--- config.mk ---
export PLATFORM = sky130hd
export DESIGN_NAME = acsg_ram
export DESIGN_NICKNAME = d
export VERILOG_FILES = /design/src/rtl/acsg_ram.sv
export SDC_FILE = /design/constraint.sdc
export NUM_CORES = 1
export LEC_CHECK = 0
export BUFFER_PORTS_ARGS = -buffer_cell sky130_fd_sc_hd__buf_2
export CORE_MARGIN = 5
export CORE_UTILIZATION = 45
export DETAILED_ROUTE_END_ITERATION = 6
export GPL_ROUTABILITY_DRIVEN = 0
export PLACE_DENSITY = 0.59
export SYNTH_ARGS = -nofsm -noshare
export SYNTH_HDL_FRONTEND = slang
export SYNTH_SLANG_ARGS = --single-unit
--- constraint.sdc ---
create_clock -name clk -period 2.1 [get_ports clk]
set_clock_uncertainty 0.05 [all_clocks]
set_input_delay 0 -clock clk [delete_from_list [all_inputs] [get_ports clk]]
set_output_delay 0 -clock clk [all_outputs]
set_load 0.01 [all_outputs]
--- src/rtl/acsg_ram.sv ---
// Generic single-port-write, single-port-read RAM with a registered read.
// Stand-alone; holds the cache entries of the ARP cache.
`timescale 1ns / 1ps
`default_nettype none
module acsg_ram #(
  parameter int WIDTH = 8,
  parameter int DEPTH = 16,
  parameter int AW    = 4
) (
  input  wire logic             clk,
  input  wire logic             we,
  input  wire logic [AW-1:0]    waddr,
  input  wire logic [WIDTH-1:0] wdata,
  input  wire logic [AW-1:0]    raddr,
  output logic      [WIDTH-1:0] rdata
);

  logic [WIDTH-1:0] mem [DEPTH];

  always_ff @(posedge clk) begin
    if (we) begin
      mem[waddr] <= wdata;
    end
  end

  always_ff @(posedge clk) begin
    rdata <= mem[raddr];
  end

endmodule
`default_nettype wire

* After elaboration in Yosys (flattened, before gate mapping)
Memory sizes are Yosys's and may differ from the RTL's. A register that Yosys moved wholly into a read port is not among the register bits.
Index checks and enable logic that the tools add are counted.
** Storage, ports and cells
- Flip-flop bits (word level) :: 0
- Latch bits :: 0
- RAM bits :: 128
- ROM bits :: 0
- Bits of input ports :: 18
- Output and inout bits :: 8
- Logic and storage cells :: 3
- Memories kept :: 1
** Cells by class
- Add/subtract/negate cells :: 0
- Multipliers :: 0
- Div/mod/pow operators :: 0
- Order comparisons :: 0
- Eq/ne operators :: 0
- Shift-type cells :: 0
- Muxes and demuxes :: 2
- Bitwise logic cells :: 0
- Reductions and logical operators :: 0
** Memory list
- mem :: depth 16, width 8, read ports 1, clocked after memory_dff 1, wr ports 1, line 18 : logic [WIDTH-1:0] mem [DEPTH];
** Operators with widths (count)
- two-way mux 1 bit :: 2

* Depth between registers and ports, before layout
- Depth in word-level cells :: 2
- Gate-level depth with buffers :: 5
- Depth with buffers taken out :: 3

* Worst setup path before layout
Ideal clock, no wire load.
- Path kind :: input to register
- Start :: input port waddr[2]
- End :: memory mem[0][0] (enable)
- Arrival :: 1.110 ns
- Data required time :: 1.667 ns
- Setup slack :: 0.557 ns
- Stages :: 2
- Cell sequence :: or3b_2 nor3_1
** RTL lines
- start: declaration :: line 12 : input wire logic [AW-1:0] waddr,
- end: declaration :: line 18
No word-level cell before the write port.

==> metrics.md <==
| Metric | Value |
|---|---|
| Fill cells | a little under 900 |
| Post-synth top area share | 0.747 |
| YS warnings | 0 |
| Post-CTS Resized | 0 |
| DRT iter0 DRCs | ~170 |
| Highest clock rate | 696 MHz |
| Dpl ws | between 0.4 and 0.5 ns |
| Initial Utilization | 0.455 |
| Final period util | 0.684 |
| Largest net degree at the start of global routing | 33 |
| Die Wd | 117 um |
| Post-Syn Area | ~5100 um2 |
| CTS Hold Bufs | 8 |
| Seq/Total Area, Yosys | 0.778 |
| Via total after detailed routing | between 2000 and 2500 |
| Slew HR | 0.490 |
| Most frequent cell after synthesis | edfxtp_1 |
| Mux cell area share after synthesis | 0.150 |
| Critical Path End Type | register |
| Routed Antenna Nets | 0 |
| Die area | approximately 14000 um2 |
| Max IR drop VDD | ~670 uV |
| Power Dens Cells | between 1000 and 1500 nW/um2 |
| Outcome | complete, no violations |
| Synth Area in Adders | 0 |
| Deepest clock path buffer count | 2 |
| Min Tclk post-route | around 1.4 ns |
| Layout area overhead | 20.4% |
| Yosys top cell by area | edfxtp_1 |
| Port bufs | 25 |
| Initial antenna violation count | 0 |
| Largest family of logic cells by synthesized area | multiplexers |
| Gr usage total | 0.166 |
| Die Y | ~120 um |
| Ys async rst share | 0 |
| Ys flop type | edfxtp_1 |
| Mean post-synth cell area | about 22 um2 |
| WL/cell | roughly 23 um |
| Slowest stage delay, CP | ~0.46 ns |
| Post-synthesis simple-gate area fraction | 0.0318 |
| Multi-input logic area | between 1000 and 1500 um2 |
| Post-Synth XOR/XNOR Area | 0 |
| Seq cells post-synth | around 140 |
| Ant diodes | 0 |
| Most frequent cells after synthesis | 128 x edfxtp_1, 18 x mux4_2, 16 x a22oi_1 |
| Via-to-Cell Ratio | about 5.4 |
| CTS tree | yes |
| Cell chain of the critical path | mux4_2, a22oi_1, nand2_1 |
| Final slew viol count | 0 |
| Synth unique cells | 19 |
| CTS buffer count | 17 |
| Number of flops mapped to enable cells by yosys | between 100 and 150 |
| Unrepaired setup endpoints after global routing | no |
| Worst min path class | primary input to register |
| Routed wire length | about 10 mm |
| Compound-Gate Fraction of Synth Area | 0.0233 |
| Final instance area | between 6000 and 7000 um2 |
| Drt first pass iters | 4 |
| CP startpoint kind | register |
| Root Buffer | clkbuf_16 |
| Placed inst area | 5520 um2 |
| Sink Count | 136 |
| Cells after Synth | ~230 |
| Vias in the first global route | roughly 2500 |
| H-tree depth | 4 |
| First-pass GRT wire length | roughly 15 mm |
| DRC | 0 |
| Crit path max fanout | 1 |
| Setup ws final | about 0.66 ns |
| Core area | between 10000 and 15000 um2 |
| Storage element area | between 4000 and 5000 um2 |
| Worst-Margin Slew | about 0.76 ns |
| # nets final | slightly above 300 |
| Final setup fails | 0 |
| Mapped Nets | approximately 250 |
| CP max stage cell | mux4_2 |
| Postcts setup bufs | 0 |
| Data required, critical path | about 2.3 ns |
| Arrival time at the worst endpoint | roughly 1.7 ns |
| Ports | 26 |
| Total gr overflow | 0 |
| Rows | 39 |
| Clock-pin transition on the worst setup and hold timing paths | 0.06 ns |
| Pleak | 0.00211 uW |
| Worst-Skew Late Latency | around 0.41 ns |
| Layout cells sized above 1 | 0.290 |
| Area contributors post-synth | edfxtp_1 75%, mux4_2 7.9%, mux4_1 7.1% |
| CP Class | register to register |
| Fin. Hold Viols | 0 |
| Max-cap violations | 0 |
| DP Wirelength | around 6.4 mm |
| Fin Setup TNS | 0 ns |
[worst max-delay path: cells and delay by family (launching register included)]
kind	cells	cell delay, ns
muxes	1	0.46
DFF	1	0.37
and+or+nand+nor	1	0.14
AOI/OAI and AO/OA	1	0.30
[flip-flops by register name (all words and copies together) (netlist names)]
register and cells:
rdata 8, mem 128
[logic make-up (layout without fill, tap and decap cells)]
family	count (synthesis)	count (layout)
DFF	136	136
and+or+nand+nor	35	35
buffers and inverters	10	84
muxes	32	32
AOI/OAI and AO/OA	16	16
[worst paths after layout]
| kind | start | depth (start not counted) | end | slack (ns) |
|---|---|---|---|---|
| worst min register to register | mem[14][7]$_DFFE_PP_ | 3 | rdata[7]$_DFF_P_ | 0.61 |
| worst max register to register | mem[2][6]$_DFFE_PP_ | 3 | rdata[6]$_DFF_P_ | 0.66 |
| worst max-delay path | mem[2][6]$_DFFE_PP_ | 3 | rdata[6]$_DFF_P_ | 0.66 |
| worst min-delay path | waddr[0] | 2 | mem[4][3]$_DFFE_PP_ | 0.03 |
[metrics by stage]
step           total power (uW)  hold slack (ns)  std cells  utilization
2_1_floorplan              3270           0.0489        229            -
3_3_place_gp               3400            0.343        406        0.488
3_5_place_dp               3400            0.349        406        0.488
4_1_cts                    6400           0.0238        446        0.547
5_1_grt                    6560           0.0363        446        0.547
6_report                   6340           0.0287        446        0.547
[layer usage]
| metal | global-route usage | vias up | part of all wire |
|---|---|---|---|
| met2 | 0.237 | 71 | 0.47 |
| met5 | 0 | - | 0 |
| li1 | - | 1101 | - |
| met3 | 0.0488 | 4 | 0.062 |
| met1 | 0.241 | 1253 | 0.46 |
| met4 | 0.0665 | 0 | 0.0075 |
[report_power, final]
| group | leakage [uW] | total, uW | internal, uW | switching (uW) |
|---|---|---|---|---|
| clock | 0.000283 | 2990 | 1980 | 1020 |
| sequential | 0.00122 | 3050 | 3040 | 16.3 |
| combinational | 0.000608 | 299 | 130 | 169 |
[layout make-up]
type	instances	area share
Clock inverter	9	0.0240
Tap cell	143	0.0289
Multi-Input combinational cell	83	0.171
Clock buffer	23	0.0723
Timing Repair Buffer	52	0.0581
Sequential cell	136	0.646
[layout by cell type (no fill, tap or decap), drive strengths merged]
cell,count
a22oi,16
and2,1
and2b,1
buf,44
bufinv,4
clkbuf,23
clkinv,3
clkinvlp,2
dfxtp,8
dlygate4sd3,8
edfxtp,128
mux4,32
nand2,9
nand2b,2
nand3,1
nand3b,2
nor2,13
nor2b,1
nor3,4
or3b,1
Note: power is estimated with default switching activity, not from simulation.
